`src/hw/rtl/rpq_pkg.sv`:
```
// Shared types, constants and the priority compare for the record priority queue.
package rpq_pkg;

   localparam int CAPACITY = 16;
   localparam int IDX_W    = (CAPACITY > 1) ? $clog2(CAPACITY) : 1;
   localparam int CNT_W    = $clog2(CAPACITY + 1);

   localparam int ID_W     = 16;
   localparam int SCORE_W  = 16;
   localparam int CLASS_W  = 8;
   localparam int STATUS_W = 2;

   localparam logic [CLASS_W-1:0] PREFERRED_CLASS = 8'h46;

   localparam logic OP_INSERT = 1'b0;
   localparam logic OP_REMOVE = 1'b1;

   localparam logic [STATUS_W-1:0] ST_INSERTED  = 2'd0;
   localparam logic [STATUS_W-1:0] ST_REMOVED   = 2'd1;
   localparam logic [STATUS_W-1:0] ST_OVERFLOW  = 2'd2;
   localparam logic [STATUS_W-1:0] ST_UNDERFLOW = 2'd3;

   typedef struct packed {
      logic [ID_W-1:0]    id;
      logic [SCORE_W-1:0] score;
      logic [CLASS_W-1:0] cls;
   } rec_type;

   typedef struct packed {
      logic             wr_en;
      logic [IDX_W-1:0] wr_addr;
      rec_type          wr_data;
      logic             rd_en;
      logic [IDX_W-1:0] rd_addr;
   } store_req_type;

   function automatic logic beats(input rec_type cand, input rec_type best);
      logic result;
      if (cand.score != best.score) begin
         result = cand.score > best.score;
      end else if (cand.cls == best.cls) begin
         result = cand.id < best.id;
      end else begin
         result = cand.cls == PREFERRED_CLASS;
      end
      return result;
   endfunction

endpackage

```
`src/hw/rtl/rpq_store.sv`:
```
// Record store: single-port-write, single-port-read memory with registered read data.
module rpq_store (
   input  logic                   clock,
   input  rpq_pkg::store_req_type store_req,
   output rpq_pkg::rec_type       rd_data
);
   import rpq_pkg::*;

   rec_type mem [CAPACITY];
   rec_type rd_data_ff;

   always_ff @(posedge clock) begin
      if (store_req.wr_en) begin
         mem[store_req.wr_addr] <= store_req.wr_data;
      end
   end

   always_ff @(posedge clock) begin
      if (store_req.rd_en) begin
         rd_data_ff <= mem[store_req.rd_addr];
      end
   end

   assign rd_data = rd_data_ff;

endmodule

```
`src/hw/rtl/rpq_ctrl.sv`:
```
// Sequencer: insert, removal scan with swap write-back, and the result register.
module rpq_ctrl (
   input  logic                            clock,
   input  logic                            reset,
   input  logic                            req_valid,
   output logic                            req_stall,
   input  logic                            req_opcode,
   input  logic [rpq_pkg::ID_W-1:0]        req_record_id,
   input  logic [rpq_pkg::SCORE_W-1:0]     req_score,
   input  logic [rpq_pkg::CLASS_W-1:0]     req_class_code,
   output logic                            rsp_valid,
   input  logic                            rsp_stall,
   output logic [rpq_pkg::STATUS_W-1:0]    rsp_status,
   output logic [rpq_pkg::ID_W-1:0]        rsp_out_id,
   output logic [rpq_pkg::SCORE_W-1:0]     rsp_out_score,
   output logic [rpq_pkg::CLASS_W-1:0]     rsp_out_class,
   output rpq_pkg::store_req_type          store_req,
   input  rpq_pkg::rec_type                rd_data
);
   import rpq_pkg::*;

   localparam logic [1:0] S_IDLE  = 2'd0;
   localparam logic [1:0] S_FIRST = 2'd1;
   localparam logic [1:0] S_SCAN  = 2'd2;
   localparam logic [1:0] S_FINAL = 2'd3;

   logic [1:0]          state_ff,  state_in;
   logic [CNT_W-1:0]    head_ff,   head_in;
   logic [CNT_W-1:0]    fill_ff,   fill_in;
   logic [CNT_W-1:0]    rd_idx_ff, rd_idx_in;
   logic [IDX_W-1:0]    pend_ff,   pend_in;
   rec_type             best_ff,   best_in;
   logic                rsp_valid_ff, rsp_valid_in;
   logic [STATUS_W-1:0] status_ff, status_in;
   rec_type             rsp_rec_ff, rsp_rec_in;

   logic out_free;
   logic req_take;

   assign out_free  = !rsp_valid_ff || !rsp_stall;
   assign req_stall = !((state_ff == S_IDLE) && out_free);
   assign req_take  = req_valid && !req_stall;

   always_comb begin
      state_in     = state_ff;
      head_in      = head_ff;
      fill_in      = fill_ff;
      rd_idx_in    = rd_idx_ff;
      pend_in      = pend_ff;
      best_in      = best_ff;
      rsp_valid_in = rsp_valid_ff && rsp_stall;
      status_in    = status_ff;
      rsp_rec_in   = rsp_rec_ff;
      store_req    = '0;

      case (state_ff)
         S_IDLE: begin
            if (req_take) begin
               if (req_opcode == OP_INSERT) begin
                  rsp_valid_in = 1'b1;
                  rsp_rec_in   = '0;
                  if (fill_ff == CNT_W'(CAPACITY)) begin
                     status_in = ST_OVERFLOW;
                  end else begin
                     status_in         = ST_INSERTED;
                     store_req.wr_en   = 1'b1;
                     store_req.wr_addr = fill_ff[IDX_W-1:0];
                     store_req.wr_data = '{id: req_record_id, score: req_score,
                                           cls: req_class_code};
                     fill_in           = fill_ff + CNT_W'(1);
                  end
               end else if (head_ff == fill_ff) begin
                  rsp_valid_in = 1'b1;
                  rsp_rec_in   = '0;
                  status_in    = ST_UNDERFLOW;
               end else begin
                  store_req.rd_en   = 1'b1;
                  store_req.rd_addr = head_ff[IDX_W-1:0];
                  rd_idx_in         = head_ff + CNT_W'(1);
                  state_in          = S_FIRST;
               end
            end
         end
         S_FIRST, S_SCAN: begin
            if (state_ff == S_FIRST) begin
               best_in = rd_data;
            end else if (beats(rd_data, best_ff)) begin
               store_req.wr_en   = 1'b1;
               store_req.wr_addr = pend_ff;
               store_req.wr_data = best_ff;
               best_in           = rd_data;
            end
            if (rd_idx_ff < fill_ff) begin
               store_req.rd_en   = 1'b1;
               store_req.rd_addr = rd_idx_ff[IDX_W-1:0];
               pend_in           = rd_idx_ff[IDX_W-1:0];
               rd_idx_in         = rd_idx_ff + CNT_W'(1);
               state_in          = S_SCAN;
            end else begin
               state_in = S_FINAL;
            end
         end
         S_FINAL: begin
            if (out_free) begin
               store_req.wr_en   = 1'b1;
               store_req.wr_addr = head_ff[IDX_W-1:0];
               store_req.wr_data = best_ff;
               head_in           = head_ff + CNT_W'(1);
               rsp_valid_in      = 1'b1;
               status_in         = ST_REMOVED;
               rsp_rec_in        = best_ff;
               state_in          = S_IDLE;
            end
         end
         default: begin
            state_in = S_IDLE;
         end
      endcase
   end

   always_ff @(posedge clock) begin
      if (reset) begin
         state_ff     <= S_IDLE;
         head_ff      <= '0;
         fill_ff      <= '0;
         rsp_valid_ff <= 1'b0;
      end else begin
         state_ff     <= state_in;
         head_ff      <= head_in;
         fill_ff      <= fill_in;
         rsp_valid_ff <= rsp_valid_in;
      end
   end

   always_ff @(posedge clock) begin
      rd_idx_ff  <= rd_idx_in;
      pend_ff    <= pend_in;
      best_ff    <= best_in;
      status_ff  <= status_in;
      rsp_rec_ff <= rsp_rec_in;
   end

   assign rsp_valid     = rsp_valid_ff;
   assign rsp_status    = status_ff;
   assign rsp_out_id    = rsp_rec_ff.id;
   assign rsp_out_score = rsp_rec_ff.score;
   assign rsp_out_class = rsp_rec_ff.cls;

endmodule

```
`src/hw/rtl/record_priority_queue.sv`:
```
// Top level of the record priority queue.
//
// Request channel (req_*): one transfer carries an opcode and a record.
// Insert appends the record at the tail slot; once every slot has been used
// it answers overflow. Remove answers underflow on an empty queue, else it
// returns the best record: higher score, then class 'F', then lower id.
// Slots are not reclaimed: each slot is filled at most once.
// Response channel (rsp_*): exactly one transfer per request, in order;
// status, then the removed record's fields (zero for other statuses).
// Insert, overflow and underflow answer in the cycle after the request
// transfer. A remove reads the live entries one at a time through the
// single read port, then does the final head write and loads the
// response register.
// Throughput: one request at a time; a new request transfer is taken in the
// cycle the previous response leaves or later.
// Reset empties the queue and drops any pending response.
// A stalled response holds its fields and blocks further requests.
module record_priority_queue (
   input  logic                         clock,
   input  logic                         reset,
   input  logic                         req_valid,
   output logic                         req_stall,
   input  logic                         req_opcode,
   input  logic [rpq_pkg::ID_W-1:0]     req_record_id,
   input  logic [rpq_pkg::SCORE_W-1:0]  req_score,
   input  logic [rpq_pkg::CLASS_W-1:0]  req_class_code,
   output logic                         rsp_valid,
   input  logic                         rsp_stall,
   output logic [rpq_pkg::STATUS_W-1:0] rsp_status,
   output logic [rpq_pkg::ID_W-1:0]     rsp_out_id,
   output logic [rpq_pkg::SCORE_W-1:0]  rsp_out_score,
   output logic [rpq_pkg::CLASS_W-1:0]  rsp_out_class
);
   import rpq_pkg::*;

   store_req_type store_req;
   rec_type       rd_data;

   rpq_ctrl u_ctrl (
      .clock          (clock),
      .reset          (reset),
      .req_valid      (req_valid),
      .req_stall      (req_stall),
      .req_opcode     (req_opcode),
      .req_record_id  (req_record_id),
      .req_score      (req_score),
      .req_class_code (req_class_code),
      .rsp_valid      (rsp_valid),
      .rsp_stall      (rsp_stall),
      .rsp_status     (rsp_status),
      .rsp_out_id     (rsp_out_id),
      .rsp_out_score  (rsp_out_score),
      .rsp_out_class  (rsp_out_class),
      .store_req      (store_req),
      .rd_data        (rd_data)
   );

   rpq_store u_store (
      .clock     (clock),
      .store_req (store_req),
      .rd_data   (rd_data)
   );

endmodule

```
`config.mk`:
```
export PLATFORM = sky130hd
export DESIGN_NAME = record_priority_queue
export DESIGN_NICKNAME = d
export VERILOG_FILES = /design/src/hw/rtl/rpq_pkg.sv /design/src/hw/rtl/rpq_store.sv /design/src/hw/rtl/rpq_ctrl.sv /design/src/hw/rtl/record_priority_queue.sv
export SDC_FILE = /design/constraint.sdc
export NUM_CORES = 1
export LEC_CHECK = 0
export ABC_CLOCK_PERIOD_IN_PS = 7350
export BUFFER_PORTS_ARGS = -buffer_cell sky130_fd_sc_hd__buf_2
export CAP_MARGIN = 30
export CORE_MARGIN = 2
export CORE_UTILIZATION = 50
export DETAILED_ROUTE_END_ITERATION = 7
export PLACE_DENSITY = 0.76
export SYNTH_ARGS = -nofsm -noshare
export SYNTH_HDL_FRONTEND = slang
export SYNTH_SLANG_ARGS = --single-unit
export TNS_END_PERCENT = 50
```
`constraint.sdc`:
```
create_clock -name clock -period 7.35 [get_ports clock]
set_clock_uncertainty 0.2 [all_clocks]
set_input_delay 1.8375 -clock clock [delete_from_list [all_inputs] [get_ports clock]]
set_output_delay 1.8375 -clock clock [all_outputs]
set_load 0.005 [all_outputs]
```
# After elaboration in Yosys (flattened, before gate mapping)
# Memories as Yosys holds them, arrays and structs flattened. A register that Yosys moved wholly into a read port is not among the register bits.
# Index checks and enable logic that the tools add are counted.
# op_classes
bitwise	2
add_sub_neg	3
n_eq_ne	14
order_cmp	3
mux	46
reduce_logical	19
# op_table
cell	n
$mux W40	6
$mux W45	5
$pmux W45 S3	1
$pmux W40 S2	1
$mux W50	1
$mux W5	7
$pmux W5 S2	2
$mux W2	9
$gt A16 B16 Y1	1
$lt A16 B16 Y1	1
$ne A16 B16 Y1	1
$add A5 B1 Y5 const B	3
$reduce_and A4 Y1	3
$mux W1	11
$eq A8 B7 Y1 const B	1
$eq A8 B8 Y1	1
$ne A2 B1 Y1 const B	3
$pmux W2 S3	1
$reduce_and A2 Y1	3
$reduce_bool A2 Y1	3
$eq A5 B5 Y1	1
$eq A5 B5 Y1 const B	1
$lt A5 B5 Y1	1
$reduce_and A5 Y1	1
12 further kinds	19
# totals
ram_bits	640
memories	1
wordCells	101
register_bits	104
out_inout_bits	44
in_bits	45
# mem_list
memory	depth	width	read_ports	rd_clocked_by_memory_dff	wr	line_no	rtl
u_store.mem	16	40	1	1	1	rpq_store.sv:9	rec_type mem [CAPACITY];

# Logic depth before layout (Yosys ltp)
# depth
word_depth	10
mapped_depth	14
mapped_depth_nobuf	10

# Modules after synthesis
# Synthesis repeated with hierarchy kept, for this count alone.
# unflattened
cells_unflattened	1505
hier_area_um2	31094.8
# modules_own_cells
module	area_each_um2	seq_area_each_um2	cells_per_inst	n_inst
rpq_store	25532.0	20419.6	1040	1
rpq_ctrl	5562.8	2992.9	465	1

# Worst setup path before layout
# OpenSTA, ideal clock, no wires.
# synth_path
path_kind	input -> register
startpoint	input port rsp_stall
endpoint	memory u_store.mem[5][0] (netlist name) (enable)
setup_time_ps	538
setup_slack_ps	-451
required_ps	6612
stages	6
n_path_buf	0
arrival_ps	7063
path_cell_list	a21boi_2 nand2_1 nor3_1 a22o_1 a21oi_1 nor4bb_1
# synth_via
elab_chain_len	8
word_cells_on_any_way	9
classes_between	mux: 5; reduce/logical: 4
# synth_rtl
element	line_no	rtl
start, declared	record_priority_queue.sv:28	input logic rsp_stall,
$logic_not A1 Y1 (*)	rpq_ctrl.sv:40	assign out_free = !rsp_valid_ff || !rsp_stall;
$logic_or A1 B1 Y1 (*)	rpq_ctrl.sv:40	
$logic_and A1 B1 Y1	rpq_ctrl.sv:41	assign req_stall = !((state_ff == S_IDLE) && out_free);
$logic_and A1 B1 Y1	rpq_ctrl.sv:42	assign req_take = req_valid && !req_stall;
$mux W50	rpq_ctrl.sv:58	if (req_take) begin
$pmux W45 S3 (*)	rpq_ctrl.sv:56	case (state_ff)
$mux W1	rpq_store.sv:13	if (store_req.wr_en) begin
$mux W1 (not written as such)	rpq_store.sv:14	mem[store_req.wr_addr] <= store_req.wr_data;
end, declared	rpq_store.sv:9	
# Mark *: on every way between the ends. The rest lies on a longest branch, timed or not.

# Final worst setup path
# layout_path
startpoint	register u_ctrl.state_ff[0]
endpoint	register u_store.rd_data[38] (netlist name)
# layout_via
elab_chain_len	5
word_cells_on_any_way	8
classes_between	eq/ne: 2; mux: 2; reduce/logical: 4
# layout_rtl
element	line_no	rtl
start, declared	rpq_ctrl.sv:27	logic [1:0] state_ff, state_in;
start signal, assigned	rpq_ctrl.sv:128	state_ff <= state_in;
$logic_not A2 Y1	rpq_ctrl.sv:41, rpq_ctrl.sv:56	
$logic_and A1 B1 Y1	rpq_ctrl.sv:41	
$logic_and A1 B1 Y1	rpq_ctrl.sv:42	
$mux W50	rpq_ctrl.sv:58	
$pmux W5 S2 (*)	rpq_ctrl.sv:56	
# Marks and branches as above.
# A chain may end at the register's enable or synchronous reset.

==> impl_results.md <==
* Worst R2R Start: u_ctrl.state_ff[0]
* Post-synthesis mux area share at 5.71%
* Compound-Gate Fraction of Synth Area at 8.43%
* CTS buffer count at 77
* Sw Pwr at 2.80 mW
* Initial antenna violation count at 0
* CP Capture Type: flop
* F_max at 0.186 GHz
* WL/cell at around 27 um
* Worst-path maximum fanout at 85
* Seq/Total Area, Yosys at between 70% and 80%
* Final Hold Vio Count at 0
* Worst Hold Launch: u_store.rd_data[24]
* Cell area after layout at 0.0362 mm^2
* WHS Path Cells at 0
* Seq pwr share at 49.2%
* Comb pwr share at 14.4%
* Clock tree sinks at 784
* Simple-Gate Fraction of Synth Area at 8.04%
* Initial Util at 50.7%
* Post-Synth Adder-Cell Area at 1.64%
* Via count at 18566
* Die area at roughly 0.066 mm^2
* Post-route DRC at 0
* Fin crit share at 73.1%
* Dpl hpwl at 41.8 mm
* Vias per Instance at 6.44
* Synthesized area per cell at 16.8 um^2
* Final-layout fill cell count at ~4600
* Pre-CTS setup slack at 1.87 ns
* Root buffer cell: clkbuf_16
* Post-synthesis register bit count at 784
* LEAKAGE at 12.3 nW
* I/O pin cnt at a little under 90
* Slew headroom at 31.8%
* Global-route wire length before repair at 116 mm
* Final net count at 2064
* Async set-reset flop share out of synthesis at 0%
* Main combinational cell family by area after synthesis: compound AO/OA/AOI/OAI gates
* RR Endpoint: u_store.rd_data[38]
* Critical Path RT at between 7 and 8 ns
* Aggregate routed wire length at 78.2 mm
* Post-synth EDFFs at 771
* Routed Antenna Nets at 0
* Row cnt at 92
* Worst Tran Pin Value at 1.02 ns
* Synthesis warning total at 0
* Worst Slack Setup Final at 1.98 ns
* Layout area overhead at 12.8%
* CTS hold repair buffers at 0
* Max Slew Vio Count at 0
* Hold Crit Class: reg2reg
* Top FF cell, synth: edfxtp_1
* Maximum single-stage delay on the critical path at roughly 1.1 ns
* Clk pwr share at 36.4%
* Worst-skew pair later-pin latency at 0.63 ns
* PwrDens at 307 mW/mm^2
* Startpoint Class: flop
* Minimum clock period at 5.37 ns
* Clk slew on worst S/H paths at 0.06 ns
* Sw Share at 25.2%
* Die height at 257 um
* Crit Path Class: reg2reg
* Post-CTS setup buffer count at 0
* Maxcap violations at 0
* Finished Core Util at between 50% and 60%
* R2R depth at 8
* Largest net degree at the start of global routing at 136
* Core footprint at 0.0632 mm^2
* H-tree depth at 3
* VDD IR-drop max at 0.208 mV
* Internal at 8.30 mW
* GP Congestion at 0.824
* Netlist cell types at between 60 and 70
* Cells after Synth at between 1500 and 2000
* Most used cell, CP: buf_4
* Cell with the largest stage delay on the worst path: clkinv_1
* Final setup viols at 0
* Post-cts resize count at 0
* R2R Setup Slk at 1.98 ns
* XOR/XNOR share of the synthesized area at less than 1%
* TritonRoute pass-1 iters at 6
* Vias in the first global route at 18634
* RSZ-0062 raised after global routing: no
* Status: finished clean
* First DRT Iteration DRCs at 2072
* Synthesized cell area at about 0.032 mm^2
* Tot GR Track Use at 23.5%
* Min-Delay Endpoint: u_ctrl.best_ff[24]
* Share of cells above drive strength 1 at between 15 and 20%
* WP data arrival at 5.53 ns
* Total design power at 11.1 mW
* Total congestion overflow at 0
* DIE WIDTH at 257 um
* Worst-case clock buffer depth at 3
* Ant diodes at 0
* Placed cell area at 0.0336 mm^2
* CTS tree: yes
* Post-synth net total at about 2000
* PortBufs at 88
* Cell-by-cell trace of the critical path: ha_4 > clkinv_1 > buf_4 > o21ai_4 > buf_4 > mux4_2 > nor2b_1 > or4_1
==> metal layers <==
layer	routed length (um)	part of all wire, %	global-route usage [%]	vias to the layer above
met3	7640	9.8	5.01	167
met5	0	0	0	-
met1	30500	39	31.7	9404
met2	37400	48	37.2	1084
met4	2680	3.4	9.92	0
li1	-	-	-	7911
==> final cells by class <==
cell class              instances  area (um^2)  area share, %
flip-flops and latches        784        23400           64.7
multi-input cells             937         8090           22.4
clock buffers                  91         2040           5.65
well taps                     846         1060           2.92
repair buffers                135          871           2.41
clock inverters                49          557           1.54
inverters                      42          158          0.436
==> logic make-up (layout without fill, tap and decap cells) <==
family	Yosys count	after routing
buffers and inverters	186	317
muxes	84	84
xor gates and xnor gates	25	25
AOI/OAI and AO/OA	362	362
DFF	784	784
and+or+nand+nor	424	424
adders and majority gates	42	42
==> state kept, by name (all words and copies together) (netlist names), 2 cells and up <==
name / count
u_ctrl.pend_ff: 4
u_store.rd_data: 40
u_ctrl.head_ff: 5
u_ctrl.rsp_status: 2
u_store.mem: 640
u_ctrl.rsp_out_id: 16
u_ctrl.state_ff: 2
u_ctrl.rd_idx_ff: 5
u_ctrl.rsp_out_class: 8
u_ctrl.rsp_out_score: 16
u_ctrl.best_ff: 40
u_ctrl.fill_ff: 5
==> worst max-delay path by stage <==
stage	startpoint	endpoint	slack, ns
finish	u_ctrl.state_ff[0]	u_store.rd_data[38]	1.98
global route	u_ctrl.state_ff[0]	u_store.rd_data[16]	1.68
CTS	u_ctrl.state_ff[0]	u_store.rd_data[9]	1.84
detailed placement	u_ctrl.state_ff[0]	u_store.rd_data[8]	1.87
global placement	u_ctrl.state_ff[0]	u_store.rd_data[14]	2.03
floorplan	rsp_stall	u_store.mem[5][0]	-0.45
==> per-stage QoR <==
stage	setup TNS [ns]	hold WS (ns)	cells
6_report	0	0.249	2884
3_5_place_dp	0	0.234	2742
2_1_floorplan	-72.17	0.217	1907
3_3_place_gp	0	0.228	2741
4_1_cts	0	0.249	2882
5_1_grt	0	0.274	2884
==> power groups by stage <==
stage               Combinational, mW  Clock (mW)  Sequential (mW)
floorplan                        1.03           0             5.52
global placement                 1.51           0             5.54
detailed placement               1.57           0             5.55
CTS                              1.59        4.08             5.46
global route                     1.74        4.24             5.48
finish                           1.59        4.04             5.46
==> synth_stat cells (all sizes together) (13+ instances only) <==
library cell,n,area (um^2)
edfxtp,771,23200
or3,162,1010
o311ai,159,1390
a21oi,100,500
clkbuf,99,372
nor2b,82,513
mux4,79,1780
nor2,58,218
buf,45,264
a22o,44,385
ha,42,526
inv,41,154
or4,40,300
o21ai,20,100
xnor2,20,183
nand2,15,56.3
and2,13,81.3
dfxtp,13,260
==> critical path, delay by kind of cell (launching register included) <==
kind / cells / cell delay (ns)
buffers and inverters: 3 / 2.24
AO/OA/AOI/OAI: 1 / 0.10
flip-flops: 1 / 0.40
multiplexers: 1 / 0.59
adder cells (fa/ha/maj): 1 / 0.79
AND/OR/NAND/NOR: 2 / 0.69
==> cells in the final DEF (no fill, tap or decap), types with 4 or more instances in the layout <==
cell type   netlist  routed
edfxtp_1        771     771
or3_1           162     162
o311ai_0        159     159
a21oi_1         100      99
buf_2            13      88
nor2b_1          82      82
clkbuf_16         0      80
mux4_2           79      79
nor2_1           58      52
a22o_1           44      44
inv_1            41      41
ha_1             42      41
buf_4             7      41
or4_1            40      40
xnor2_1          19      19
o21ai_0          19      19
clkinv_2          0      18
nand2_1          15      14
and2_1           13      13
dfxtp_1          13      13
clkinv_1          1      12
clkbuf_1         99      11
bufinv_16         0      11
nand4_1           9       9
nand3_1           8       8
nor3b_2           0       8
a211oi_1          6       6
nor2_4            0       6
or2_2             5       5
xor2_1            5       5
clkinvlp_4        0       5
o211ai_1          4       4
mux2i_1           4       4
nor4bb_4          0       4
Note: power is estimated with default switching activity, not from simulation.
